### src/rtl/bfcp_pkg.sv
// shared types and constants of the brace framed command parser
// no dependencies; imported by bfcp_atoi and brace_framed_command_parser_core
package bfcp_pkg;

    // result kinds
    localparam logic [3:0] KIND_INFO   = 4'd0;
    localparam logic [3:0] KIND_TAG    = 4'd1;
    localparam logic [3:0] KIND_WR8    = 4'd2;
    localparam logic [3:0] KIND_RD8    = 4'd3;
    localparam logic [3:0] KIND_WR1    = 4'd4;
    localparam logic [3:0] KIND_RD1    = 4'd5;
    localparam logic [3:0] KIND_WRTEXT = 4'd6;
    localparam logic [3:0] KIND_RDTEXT = 4'd7;
    localparam logic [3:0] KIND_ERR    = 4'd8;

    // framing and number characters
    localparam logic [7:0] CH_LBRACE = 8'h7B;
    localparam logic [7:0] CH_RBRACE = 8'h7D;
    localparam logic [7:0] CH_HASH   = 8'h23;
    localparam logic [7:0] CH_NUL    = 8'h00;
    localparam logic [7:0] CH_SPACE  = 8'h20;
    localparam logic [7:0] CH_TAB    = 8'h09;
    localparam logic [7:0] CH_CR     = 8'h0D;
    localparam logic [7:0] CH_PLUS   = 8'h2B;
    localparam logic [7:0] CH_MINUS  = 8'h2D;
    localparam logic [7:0] CH_ZERO   = 8'h30;
    localparam logic [7:0] CH_NINE   = 8'h39;

    // two-character command names
    localparam logic [15:0] NAME_DD = 16'h4444;
    localparam logic [15:0] NAME_DT = 16'h4454;
    localparam logic [15:0] NAME_WA = 16'h2141;
    localparam logic [15:0] NAME_RA = 16'h3F41;
    localparam logic [15:0] NAME_WB = 16'h2142;
    localparam logic [15:0] NAME_RB = 16'h3F42;
    localparam logic [15:0] NAME_WC = 16'h2143;
    localparam logic [15:0] NAME_RC = 16'h3F43;

endpackage

### src/rtl/bfcp_atoi.sv
// streaming decimal parser: one field byte per step, atoi semantics, wraps mod 2^16
// depends on bfcp_pkg
module bfcp_atoi
(
    input  logic        clk,
    input  logic        rst_n,
    input  logic        clear,
    input  logic        step,
    input  logic [7:0]  ch,
    output logic [15:0] value,
    output logic        nonzero
);
    import bfcp_pkg::*;

    typedef enum logic [2:0]
    {
        P_WS  = 3'b001,
        P_DIG = 3'b010,
        P_END = 3'b100
    } phase_t;

    phase_t      phase_reg, phase_next;
    logic [15:0] acc_reg, acc_next;
    logic        neg_reg, neg_next;
    logic        nz_reg, nz_next;
    logic        is_ws, is_digit, is_sign;
    logic [3:0]  digit;
    logic [7:0]  diff;
    logic [15:0] acc_step;

    assign is_ws    = (ch == CH_SPACE) || ((ch >= CH_TAB) && (ch <= CH_CR));
    assign is_digit = (ch >= CH_ZERO) && (ch <= CH_NINE);
    assign is_sign  = (ch == CH_PLUS) || (ch == CH_MINUS);
    assign diff     = ch - CH_ZERO;
    assign digit    = diff[3:0];
    // acc * 10 + digit as two shifted adds
    assign acc_step = {acc_reg[12:0], 3'b000} + {acc_reg[14:0], 1'b0} + {12'd0, digit};

    always_comb
    begin
        phase_next = phase_reg;
        acc_next   = acc_reg;
        neg_next   = neg_reg;
        nz_next    = nz_reg;
        if (clear)
        begin
            phase_next = P_WS;
            acc_next   = '0;
            neg_next   = 1'b0;
            nz_next    = 1'b0;
        end
        else if (step)
        begin
            unique case (phase_reg)
                P_WS:
                begin
                    if (is_ws)
                    begin
                        phase_next = P_WS;
                    end
                    else if (is_sign)
                    begin
                        neg_next   = (ch == CH_MINUS);
                        phase_next = P_DIG;
                    end
                    else if (is_digit)
                    begin
                        acc_next   = acc_step;
                        nz_next    = nz_reg || (digit != 4'd0);
                        phase_next = P_DIG;
                    end
                    else
                    begin
                        phase_next = P_END;
                    end
                end
                P_DIG:
                begin
                    if (is_digit)
                    begin
                        acc_next = acc_step;
                        nz_next  = nz_reg || (digit != 4'd0);
                    end
                    else
                    begin
                        phase_next = P_END;
                    end
                end
                P_END:
                begin
                    phase_next = P_END;
                end
                default:
                begin
                    phase_next = P_END;
                end
            endcase
        end
    end

    always_ff @(posedge clk or negedge rst_n)
    begin
        if (!rst_n)
        begin
            phase_reg <= P_WS;
            acc_reg   <= '0;
            neg_reg   <= 1'b0;
            nz_reg    <= 1'b0;
        end
        else
        begin
            phase_reg <= phase_next;
            acc_reg   <= acc_next;
            neg_reg   <= neg_next;
            nz_reg    <= nz_next;
        end
    end

    assign value   = neg_reg ? (16'd0 - acc_reg) : acc_reg;
    assign nonzero = nz_reg;

endmodule

### src/rtl/brace_framed_command_parser_core.sv
// brace framed command parser: bytes are buffered in a frame memory with one write and
// one read port; a '}' starts a walk that reads back bytes 1..len-2 (memory read, then
// field processing for each byte), then a decode state, then the results: one per payload
// byte for a non-empty tag or text write (memory read, then output load), else a single result.
// one byte is taken per cycle while idle, none during the walk and the emission of its results.
// asynchronous active-low reset empties the frame; the memory itself is not cleared.
module brace_framed_command_parser_core
#(
    parameter int FRAME_BYTES = 64,
    parameter int TAG_BYTES   = 16
)
(
    input  logic        clk,
    input  logic        rst_n,
    input  logic        in_valid,
    output logic        in_ready,
    input  logic [7:0]  rx_byte,
    output logic        out_valid,
    input  logic        out_ready,
    output logic [3:0]  kind,
    output logic [15:0] channel,
    output logic [7:0]  data_value,
    output logic [7:0]  text_byte,
    output logic        text_valid,
    output logic        last
);
    import bfcp_pkg::*;

    localparam int AW = $clog2(FRAME_BYTES);
    localparam int CW = $clog2(FRAME_BYTES + 1);
    localparam int TW = $clog2(TAG_BYTES);
    localparam int LW = (AW > TW) ? AW : TW;
    localparam logic [TW-1:0] TAG_MAX = TW'(TAG_BYTES - 1);

    typedef enum logic [6:0]
    {
        S_IDLE      = 7'b0000001,
        S_SCAN_RD   = 7'b0000010,
        S_SCAN_PROC = 7'b0000100,
        S_DECIDE    = 7'b0001000,
        S_EMIT_RD   = 7'b0010000,
        S_EMIT_WR   = 7'b0100000,
        S_SINGLE    = 7'b1000000
    } state_t;

    state_t state_reg, state_next;

    // frame memory
    logic [7:0]    mem [FRAME_BYTES];
    logic [7:0]    rdata_reg;
    logic [AW-1:0] raddr, waddr;
    logic          we;

    logic [CW-1:0] fill_reg;
    logic          head_reg;

    // scan state
    logic [AW-1:0] pos_reg, last_pos_reg;
    logic [1:0]    fld_reg;
    logic          stop_reg;
    logic [1:0]    slen0_reg;
    logic          term0_reg, term1_reg;
    logic [7:0]    b0_reg, b1_reg;
    logic [TW-1:0] tl_reg;
    logic [AW-1:0] fs1_reg, fs2_reg, fl2_reg;

    // decoded command
    logic [3:0]    kind_reg, kind_next;
    logic [15:0]   ch_reg;
    logic [7:0]    val_reg;
    logic [AW-1:0] base_reg;
    logic [LW-1:0] cnt_reg, idx_reg, idx_inc;

    // output register
    logic          out_valid_reg;
    logic [3:0]    o_kind_reg;
    logic [15:0]   o_ch_reg;
    logic [7:0]    o_val_reg, o_text_reg;
    logic          o_tv_reg, o_last_reg;

    logic          accept, is_open, is_close, start_scan, slot_free;
    logic [AW-1:0] widx;
    logic [CW-1:0] wfill, len_m2;
    logic          head_now, scan_byte, is_hash;
    logic [15:0]   a1_value, a2_value;
    logic          a1_nz, a2_nz;
    logic          step1, step2;

    assign in_ready  = (state_reg == S_IDLE);
    assign accept    = in_valid && in_ready;
    assign is_open   = (rx_byte == CH_LBRACE);
    assign is_close  = (rx_byte == CH_RBRACE);
    // a full buffer is dropped before the next byte is stored
    assign widx      = (fill_reg >= CW'(FRAME_BYTES)) ? '0 : fill_reg[AW-1:0];
    assign wfill     = CW'(widx) + CW'(1);
    assign len_m2    = wfill - CW'(2);
    assign head_now  = head_reg && (widx != '0);
    assign start_scan = accept && is_close && head_now && (wfill >= CW'(3));
    assign slot_free = !out_valid_reg || out_ready;

    assign we    = accept;
    assign waddr = is_open ? '0 : widx;
    assign raddr = ((state_reg == S_SCAN_RD) || (state_reg == S_SCAN_PROC))
                   ? pos_reg : (base_reg + AW'(idx_reg));

    always_ff @(posedge clk)
    begin
        if (we)
        begin
            mem[waddr] <= rx_byte;
        end
        rdata_reg <= mem[raddr];
    end

    // field walk
    assign is_hash   = (rdata_reg == CH_HASH);
    assign scan_byte = (state_reg == S_SCAN_PROC) && !stop_reg && !is_hash;
    assign step1     = scan_byte && (fld_reg == 2'd1);
    assign step2     = scan_byte && (fld_reg == 2'd2);

    bfcp_atoi u_atoi_ch
    (
        .clk     (clk),
        .rst_n   (rst_n),
        .clear   (start_scan),
        .step    (step1),
        .ch      (rdata_reg),
        .value   (a1_value),
        .nonzero (a1_nz)
    );

    bfcp_atoi u_atoi_val
    (
        .clk     (clk),
        .rst_n   (rst_n),
        .clear   (start_scan),
        .step    (step2),
        .ch      (rdata_reg),
        .value   (a2_value),
        .nonzero (a2_nz)
    );

    // command decode: exact name and exact field count
    always_comb
    begin
        kind_next = KIND_ERR;
        if (slen0_reg == 2'd2)
        begin
            unique case ({b0_reg, b1_reg})
                NAME_DD: if (fld_reg == 2'd0) kind_next = KIND_INFO;
                NAME_DT: if (fld_reg == 2'd1) kind_next = KIND_TAG;
                NAME_WA: if (fld_reg == 2'd2) kind_next = KIND_WR8;
                NAME_RA: if (fld_reg == 2'd1) kind_next = KIND_RD8;
                NAME_WB: if (fld_reg == 2'd2) kind_next = KIND_WR1;
                NAME_RB: if (fld_reg == 2'd1) kind_next = KIND_RD1;
                NAME_WC: if (fld_reg == 2'd2) kind_next = KIND_WRTEXT;
                NAME_RC: if (fld_reg == 2'd1) kind_next = KIND_RDTEXT;
                default: kind_next = KIND_ERR;
            endcase
        end
    end

    assign idx_inc = idx_reg + LW'(1);

    always_comb
    begin
        state_next = state_reg;
        unique case (state_reg)
            S_IDLE:      if (start_scan) state_next = S_SCAN_RD;
            S_SCAN_RD:   state_next = S_SCAN_PROC;
            S_SCAN_PROC: state_next = (pos_reg == last_pos_reg) ? S_DECIDE : S_SCAN_RD;
            S_DECIDE:
            begin
                if (((kind_next == KIND_TAG) && (tl_reg != '0)) ||
                    ((kind_next == KIND_WRTEXT) && (fl2_reg != '0)))
                begin
                    state_next = S_EMIT_RD;
                end
                else
                begin
                    state_next = S_SINGLE;
                end
            end
            S_EMIT_RD:   state_next = S_EMIT_WR;
            S_EMIT_WR:
            begin
                if (slot_free)
                begin
                    state_next = (idx_inc == cnt_reg) ? S_IDLE : S_EMIT_RD;
                end
            end
            S_SINGLE:    if (slot_free) state_next = S_IDLE;
            default:     state_next = S_IDLE;
        endcase
    end

    always_ff @(posedge clk or negedge rst_n)
    begin
        if (!rst_n)
        begin
            state_reg     <= S_IDLE;
            fill_reg      <= '0;
            head_reg      <= 1'b0;
            pos_reg       <= '0;
            last_pos_reg  <= '0;
            fld_reg       <= '0;
            stop_reg      <= 1'b0;
            slen0_reg     <= '0;
            term0_reg     <= 1'b0;
            term1_reg     <= 1'b0;
            tl_reg        <= '0;
            fs1_reg       <= '0;
            fs2_reg       <= '0;
            fl2_reg       <= '0;
            idx_reg       <= '0;
            out_valid_reg <= 1'b0;
        end
        else
        begin
            state_reg <= state_next;
            if (out_valid_reg && out_ready)
            begin
                out_valid_reg <= 1'b0;
            end

            unique case (state_reg)
                S_IDLE:
                begin
                    if (accept)
                    begin
                        if (is_open)
                        begin
                            fill_reg <= CW'(1);
                            head_reg <= 1'b1;
                        end
                        else
                        begin
                            if (widx == '0)
                            begin
                                head_reg <= 1'b0;
                            end
                            fill_reg <= is_close ? '0 : wfill;
                        end
                    end
                    if (start_scan)
                    begin
                        pos_reg      <= AW'(1);
                        last_pos_reg <= AW'(len_m2);
                        fld_reg      <= '0;
                        stop_reg     <= 1'b0;
                        slen0_reg    <= '0;
                        term0_reg    <= 1'b0;
                        term1_reg    <= 1'b0;
                        tl_reg       <= '0;
                        fs1_reg      <= '0;
                        fs2_reg      <= '0;
                        fl2_reg      <= '0;
                    end
                end
                S_SCAN_PROC:
                begin
                    pos_reg <= pos_reg + AW'(1);
                    if (!stop_reg)
                    begin
                        if (is_hash)
                        begin
                            // bytes after a third separator are ignored
                            if (fld_reg == 2'd2)
                            begin
                                stop_reg <= 1'b1;
                            end
                            else
                            begin
                                fld_reg <= fld_reg + 2'd1;
                                if (fld_reg == 2'd0)
                                begin
                                    fs1_reg <= pos_reg + AW'(1);
                                end
                                else
                                begin
                                    fs2_reg <= pos_reg + AW'(1);
                                end
                            end
                        end
                        else
                        begin
                            case (fld_reg)
                                2'd0:
                                begin
                                    if (!term0_reg)
                                    begin
                                        if (rdata_reg == CH_NUL)
                                        begin
                                            term0_reg <= 1'b1;
                                        end
                                        else
                                        begin
                                            if (slen0_reg == 2'd0) b0_reg <= rdata_reg;
                                            if (slen0_reg == 2'd1) b1_reg <= rdata_reg;
                                            if (slen0_reg != 2'd3) slen0_reg <= slen0_reg + 2'd1;
                                        end
                                    end
                                end
                                2'd1:
                                begin
                                    // tag length: string length capped at the tag limit
                                    if (!term1_reg)
                                    begin
                                        if (rdata_reg == CH_NUL)
                                        begin
                                            term1_reg <= 1'b1;
                                        end
                                        else if (tl_reg != TAG_MAX)
                                        begin
                                            tl_reg <= tl_reg + TW'(1);
                                        end
                                    end
                                end
                                2'd2:
                                begin
                                    fl2_reg <= fl2_reg + AW'(1);
                                end
                                default:
                                begin
                                    stop_reg <= 1'b1;
                                end
                            endcase
                        end
                    end
                end
                S_DECIDE:
                begin
                    kind_reg <= kind_next;
                    idx_reg  <= '0;
                    case (kind_next)
                        KIND_WR8, KIND_RD8, KIND_WR1, KIND_RD1, KIND_WRTEXT, KIND_RDTEXT:
                            ch_reg <= a1_value;
                        default:
                            ch_reg <= '0;
                    endcase
                    if (kind_next == KIND_WR8)
                    begin
                        val_reg <= a2_value[7:0];
                    end
                    else if (kind_next == KIND_WR1)
                    begin
                        val_reg <= {7'd0, a2_nz};
                    end
                    else
                    begin
                        val_reg <= '0;
                    end
                    if (kind_next == KIND_TAG)
                    begin
                        base_reg <= fs1_reg;
                        cnt_reg  <= LW'(tl_reg);
                    end
                    else
                    begin
                        base_reg <= fs2_reg;
                        cnt_reg  <= LW'(fl2_reg);
                    end
                end
                S_EMIT_WR:
                begin
                    if (slot_free)
                    begin
                        out_valid_reg <= 1'b1;
                        o_kind_reg    <= kind_reg;
                        o_ch_reg      <= ch_reg;
                        o_val_reg     <= val_reg;
                        o_text_reg    <= rdata_reg;
                        o_tv_reg      <= 1'b1;
                        o_last_reg    <= (idx_inc == cnt_reg);
                        idx_reg       <= idx_inc;
                    end
                end
                S_SINGLE:
                begin
                    if (slot_free)
                    begin
                        out_valid_reg <= 1'b1;
                        o_kind_reg    <= kind_reg;
                        o_ch_reg      <= ch_reg;
                        o_val_reg     <= val_reg;
                        o_text_reg    <= '0;
                        o_tv_reg      <= 1'b0;
                        o_last_reg    <= 1'b1;
                    end
                end
                default:
                begin
                end
            endcase
        end
    end

    // a1_nz is not part of any result; channel only needs the value
    logic unused_nz;
    assign unused_nz = a1_nz;

    assign out_valid  = out_valid_reg;
    assign kind       = o_kind_reg;
    assign channel    = o_ch_reg;
    assign data_value = o_val_reg;
    assign text_byte  = o_text_reg;
    assign text_valid = o_tv_reg;
    assign last       = o_last_reg;

endmodule
### config.mk
export PLATFORM = sky130hd
export DESIGN_NAME = brace_framed_command_parser_core
export DESIGN_NICKNAME = d
export VERILOG_FILES = /design/src/rtl/bfcp_pkg.sv /design/src/rtl/bfcp_atoi.sv /design/src/rtl/brace_framed_command_parser_core.sv
export SDC_FILE = /design/constraint.sdc
export NUM_CORES = 1
export LEC_CHECK = 0
export BUFFER_PORTS_ARGS = -buffer_cell sky130_fd_sc_hd__buf_2
export CELL_PAD_IN_SITES_DETAIL_PLACEMENT = 0
export CELL_PAD_IN_SITES_GLOBAL_PLACEMENT = 1
export CORE_MARGIN = 5
export CORE_UTILIZATION = 53
export CTS_CLUSTER_DIAMETER = 60
export DETAILED_ROUTE_END_ITERATION = 8
export GPL_TIMING_DRIVEN = 0
export PLACE_DENSITY = 0.85
export SKIP_CTS_REPAIR_TIMING = 1
export SLEW_MARGIN = 20
export SYNTH_ARGS = -nofsm -noshare
export SYNTH_HDL_FRONTEND = slang
export SYNTH_SLANG_ARGS = --single-unit
### constraint.sdc
create_clock -name clk -period 4.4 [get_ports clk]
set_clock_uncertainty 0.2 [all_clocks]
set_input_delay 0 -clock clk [delete_from_list [all_inputs] [get_ports clk]]
set_output_delay 0 -clock clk [all_outputs]
set_load 0.1 [all_outputs]
Yosys cells after proc, flatten, opt, wreduce, memory -nomap -nowiden
Memories as Yosys holds them, arrays and structs flattened. A register that Yosys moved wholly into a read port is not among the register bits.
Index checks and enable logic that the tools add are counted.
W data, S select, Z words.
- bits in writable memories: 512
- output and inout bits: 40
- memories: 1
- bits in registers: 198
- ROM bits: 0
- latch bits: 0
- reduce and logical (&&, ||, !) cells: 70
- divide/modulo/power cells: 0
- shift-type cells: 0
- $lt $le $gt $ge: 6
- bitwise gates (word level): 4
- equality and inequality tests: 63
- add/subtract/negate cells: 16
- muxes and demuxes: 135
- multiply operators: 0
- memory list (memory ; depth ; width ; read ports ; clocked after Yosys merged registers in ; wr ports ; RTL line ; text):
    mem ; 64 ; 8 ; 1 ; 1 ; 1 ; brace_framed_command_parser_core.sv:49 ; logic [7:0] mem [FRAME_BYTES];
- operators by type and width (kind ; count):
    $mux W16 ; 11
    $mux W6 ; 18
    $eq A16 B14 Y1 const B ; 6
    $mux W4 ; 18
    $pmux W16 S2 ; 2
    $pmux W6 S2 ; 5
    $pmux W7 S7 ; 1
    $mux W7 ; 6
    $mux W1 ; 38
    $add A16 B16 Y16 ; 2
    $add A16 B4 Y16 ; 2
    $eq A16 B15 Y1 const B ; 2
    $eq A8 B6 Y1 const B ; 4
    $mux W8 ; 4
    $pmux W4 S8 ; 1
    $reduce_and A8 Y1 ; 4
    $mux W3 ; 8
    $ne A2 B2 Y1 const B ; 12
    $mux W2 ; 10
    $reduce_and A4 Y1 ; 5
    $reduce_and A5 Y1 ; 4
    $add A6 B1 Y6 const B ; 3
    $ne A3 B3 Y1 const B ; 6
    $reduce_bool A2 Y1 ; 9
    54 further kinds ; 113

Logic depth before layout (Yosys ltp)
- depth after elaboration: 9
- depth in mapped cells: 14
- depth with buffers taken out: 12

Hierarchy
From an unflattened synthesis, not the netlist that was laid out.
- cells, all modules: 2683
- area, all modules: 33712.3 um2
- by module, submodules not included (module ; area each (um2) ; seq. area each (um2) ; instances ; cells each):
    brace_framed_command_parser_core ; 29467.0 ; 19935.4 ; 1 ; 2186
    bfcp_atoi (u_atoi_ch) ; 2125.8 ; 526.8 ; 1 ; 252
    bfcp_atoi (u_atoi_val) ; 2119.5 ; 526.8 ; 1 ; 245

Worst setup path after synthesis
No wires, ideal clock.
- kind: register -> register
- start point: reg state_reg[3]
- end point: mem mem[33][0], enable pin
- setup slack: 0.408 ns
- clock period less this slack: 3.992 ns
- path buffers: 1
- arrival: 3.397 ns
- required time: 3.805 ns
- cell stages (with the launch flop): 9
- cells stage by stage: dfrtp_1 or4_1 buf_2 or4_4 clkinv_2 nand2_4 nor2_1 nand3_1 nor4_1
- cells in the longest elaborated chain, start to end: 4
- RTL lines (element ; RTL line ; text):
    start, declared ; brace_framed_command_parser_core.sv:46 ; state_t state_reg, state_next;
    start signal, assigned ; brace_framed_command_parser_core.sv:220 ; state_reg <= state_next;
    $eq A7 B1 Y1 ; brace_framed_command_parser_core.sv:89 ; assign in_ready = (state_reg == S_IDLE);
    named net in_ready ; brace_framed_command_parser_core.sv:16 ; output logic in_ready,
    $logic_and A1 B1 Y1 ; brace_framed_command_parser_core.sv:90 ; assign accept = in_valid && in_ready;
    $mux W1 ; brace_framed_command_parser_core.sv:108 ; if (we)
    $mux W1 (implied by the code) ; brace_framed_command_parser_core.sv:110 ; mem[waddr] <= rx_byte;
    end, declared ; brace_framed_command_parser_core.sv:49 ;
The timed path passes the listed nets, and every way through them passes these cells.

Worst setup path in the final report
- start point: reg state_reg[3]
- end point: mem mem[43][5], enable pin
- cells in the longest elaborated chain, start to end: 4
- RTL lines (element ; RTL line):
    $eq A7 B1 Y1 ; brace_framed_command_parser_core.sv:89
    $logic_and A1 B1 Y1 ; brace_framed_command_parser_core.sv:90
    $mux W1 ; brace_framed_command_parser_core.sv:108
    $mux W1 (implied by the code) ; brace_framed_command_parser_core.sv:110
No other way between the ends.

==> flow_summary.ini <==
[outcome]
status = finished with violations
violations = negative setup slack

[global_route]
grt.total_usage = 0.2601
grt_overflow = 0
grt_max_degree = 70
grt_pass1_wl_um = 122800
antenna_found_initial = 0
grt_pass1_vias = 19136

[yosys]
synth_top_cell_by_area = edfxtp_1
yosysUniqueCellTypes = 90
synthFlopType = edfxtp_1
yosysSeqAreaShare = 0.6771
synth.ff_latch_count = 710
synth_nets = 2191
synth_area_per_cell_um2 = 14.52
syn_inst = 2112
yosysWarnings = 0
synthArstFlopShare = 0.1352
synth_common_cells = edfxtp_1, nand2_1, nor2_1
netlist_area_mm2 = 0.03067
synth-edff-count = 606
synth_top_cells_by_area = edfxtp_1, dfrtp_1, mux4_2, nand2_1, ha_1
synth_top_area_frac = 0.5934
yosysMostFrequentCell = edfxtp_1

[routing]
drtIter0Drc = 2456
wl_per_cell_um = 27.03
viasPerCell = 6.355
met1Wirelength_um = 32340
post-route-drc-count = 0
wl_met3_um = 9381
via_count = 19605
wl_met2_um = 38290
firstDrtPassIters = 6
maxUsedRoutingLayer = met4
drt_wl_total_um = 83400
ant_nets = 0

[die]
core-area_mm2 = 0.05748
start_util = 0.5336
die_w_um = 250.5
dieArea_mm2 = 0.06277
rows = 88
die_y_um = 250.5
ios = 52

[final_layout]
multi_input_area_mm2 = 0.009376
synthToLayoutAreaGrowth_pct = 13.44
utilization = 0.6053
nets = 2338
seq_area_mm2 = 0.02076
drive_above_1_share = 0.1604
regMostFlops = mem
largest_register_ffs = 512
nFillCells = 4301

[timing]
setup_slack_ps = -122.6
max_freq_ghz = 0.2211
post-route-period-util = 1.028
max-slew-margin-rel = 0.2235
fin_crit_ps = 4523
rsz0062_at_grt = true
tightest_slew_ps = 1160
finalSetupViolCount = 57
finalMaxSlewViolations = 0
hold_viol_final = 0

[critical_path]
start_kind = register
r2r_slack_ps = -120
path_class = reg -> reg
critPathRequiredTime_ps = 4430
worstSetupEndpointType = register
worst-r2r-cell-count = 8
arrival_ps = 4550
worstPathMaxFanout = 8

[placement]
place_congestion = 0.9565
dpl.hpwl_um = 53930
io_buffer_count = 51
place_worst_setup_slack_ps = -408.2

[clocking]
cts.sinks = 710
cts_tree = done
cts_max_level = 3
clk_latency_ps = 630
cts_root_buffer = clkbuf_16
cts.path.max_buffers = 3
clkSlewWorstSetupHoldPaths_ps = 60
cts_made_buffers = 74

[power_and_ir_drop]
totalPowerFinal_w = 0.01485
p_per_area_mw_per_mm2 = 427.0
vdd.ir_drop.worst_mv = 0.2917
p_leak_nw = 12.02

[flow_run]
maxCapViolCount = 0

[min_path]
worst_hold_path.num_cells = 4
hold_class = in -> reg
-- cells by family after synthesis --
logic type,Yosys count,synth area share
xor+xnor,73,0.02085
compound gates,325,0.07165
mux,139,0.07695
flops,710,0.6771
fa+ha+maj,67,0.02856
simple gates,665,0.1026
buf+inv,133,0.02236
-- layer usage --
| metal | track usage | vias up |
|---|---|---|
| li1 | - | 8417 |
| met1 | 0.3591 | 9783 |
| met2 | 0.4034 | 1191 |
| met3 | 0.07050 | 214 |
| met4 | 0.09294 | 0 |
| met5 | 0 | - |
-- metrics by stage --
| stage | instances | hold WS (ps) | TNS (ps) | cell area, µm² |
|---|---|---|---|---|
| detailed placement | 2935 | -250.2 | -3182 | 32030 |
| finish | 3085 | 203.1 | -4122 | 34790 |
| global placement | 2928 | 202.3 | -12750 | 31880 |
| floorplan | 2112 | -495.6 | 0 | 30670 |
| CTS | 3071 | -911.5 | -3531 | 34490 |
| global route | 3084 | 225.3 | -7423 | 34780 |
-- cell usage in the layout, fill, tap and decap left out, types with 10 or more instances in the layout --
| cell | synthesis | final |
|---|---|---|
| edfxtp_1 | 606 | 606 |
| nand2_1 | 220 | 220 |
| nor2_1 | 175 | 149 |
| dfrtp_1 | 93 | 93 |
| clkbuf_16 | 0 | 75 |
| mux4_2 | 74 | 74 |
| nand3_1 | 70 | 70 |
| a21oi_1 | 68 | 68 |
| o21ai_0 | 65 | 65 |
| buf_2 | 25 | 64 |
| ha_1 | 62 | 62 |
| clkbuf_1 | 46 | 54 |
| mux2i_1 | 46 | 46 |
| xor2_1 | 41 | 41 |
| inv_1 | 38 | 38 |
| xnor2_1 | 32 | 32 |
| nor3_1 | 34 | 32 |
| and3_1 | 26 | 26 |
| nor2_2 | 2 | 26 |
| a31oi_1 | 25 | 24 |
| a22oi_1 | 23 | 22 |
| a211oi_1 | 20 | 20 |
| nand2b_1 | 17 | 17 |
| nand4_1 | 16 | 16 |
| buf_4 | 3 | 16 |
| o31ai_1 | 16 | 15 |
| clkinv_2 | 1 | 14 |
| nor4_1 | 19 | 14 |
| clkinv_1 | 1 | 14 |
| mux2_2 | 13 | 13 |
| a32oi_1 | 13 | 13 |
| dlygate4sd3_1 | 0 | 13 |
| and2_1 | 13 | 12 |
| or3_1 | 12 | 12 |
| nor2b_1 | 11 | 11 |
| or4_1 | 10 | 10 |
| a21o_1 | 10 | 10 |
-- final timing paths --
check                                    startpoint                                  end
max                        state_reg[3]$_DFFE_PN0P_                 mem[43][5]$_DFFE_PP_
min                                        in_valid              fill_reg[4]$_DFFE_PN0P_
max reg2reg                state_reg[3]$_DFFE_PN0P_                 mem[43][5]$_DFFE_PP_
min reg2reg                val_reg[4]$_SDFFCE_PN0P_              data_value[4]$_DFFE_PP_
max in group asynchronous                     rst_n  u_atoi_val.phase_reg[0]$_DFFE_PN1P_
min in group asynchronous                     rst_n             state_reg[0]$_DFFE_PN1P_
-- cell type report --
class / instances / area share
inverter: 40 / 0.004352
sequential: 710 / 0.5969
clock inverter: 44 / 0.01385
tap: 765 / 0.02752
antenna: 1 / 0.00007193
multi-input combinational: 1269 / 0.2695
clock buffer: 92 / 0.05665
timing repair buffer: 73 / 0.01565
buffer: 91 / 0.01550
-- critical path, cell delays in order, from the launching register on --
cell      delay (ps)
dfrtp_1          450
or4_1            530
buf_2            180
or4_4            460
clkinv_2         120
nand2_4          110
nor2_1           390
nand3_1          600
nor2_1          1080
-- where the power goes --
group          switching, W  internal (W)  leakage, nW
logic              0.000701      0.000301         4.21
clock network       0.00269       0.00364         1.20
registers         0.0000731       0.00745         6.61
Note: power is estimated with default switching activity, not from simulation.
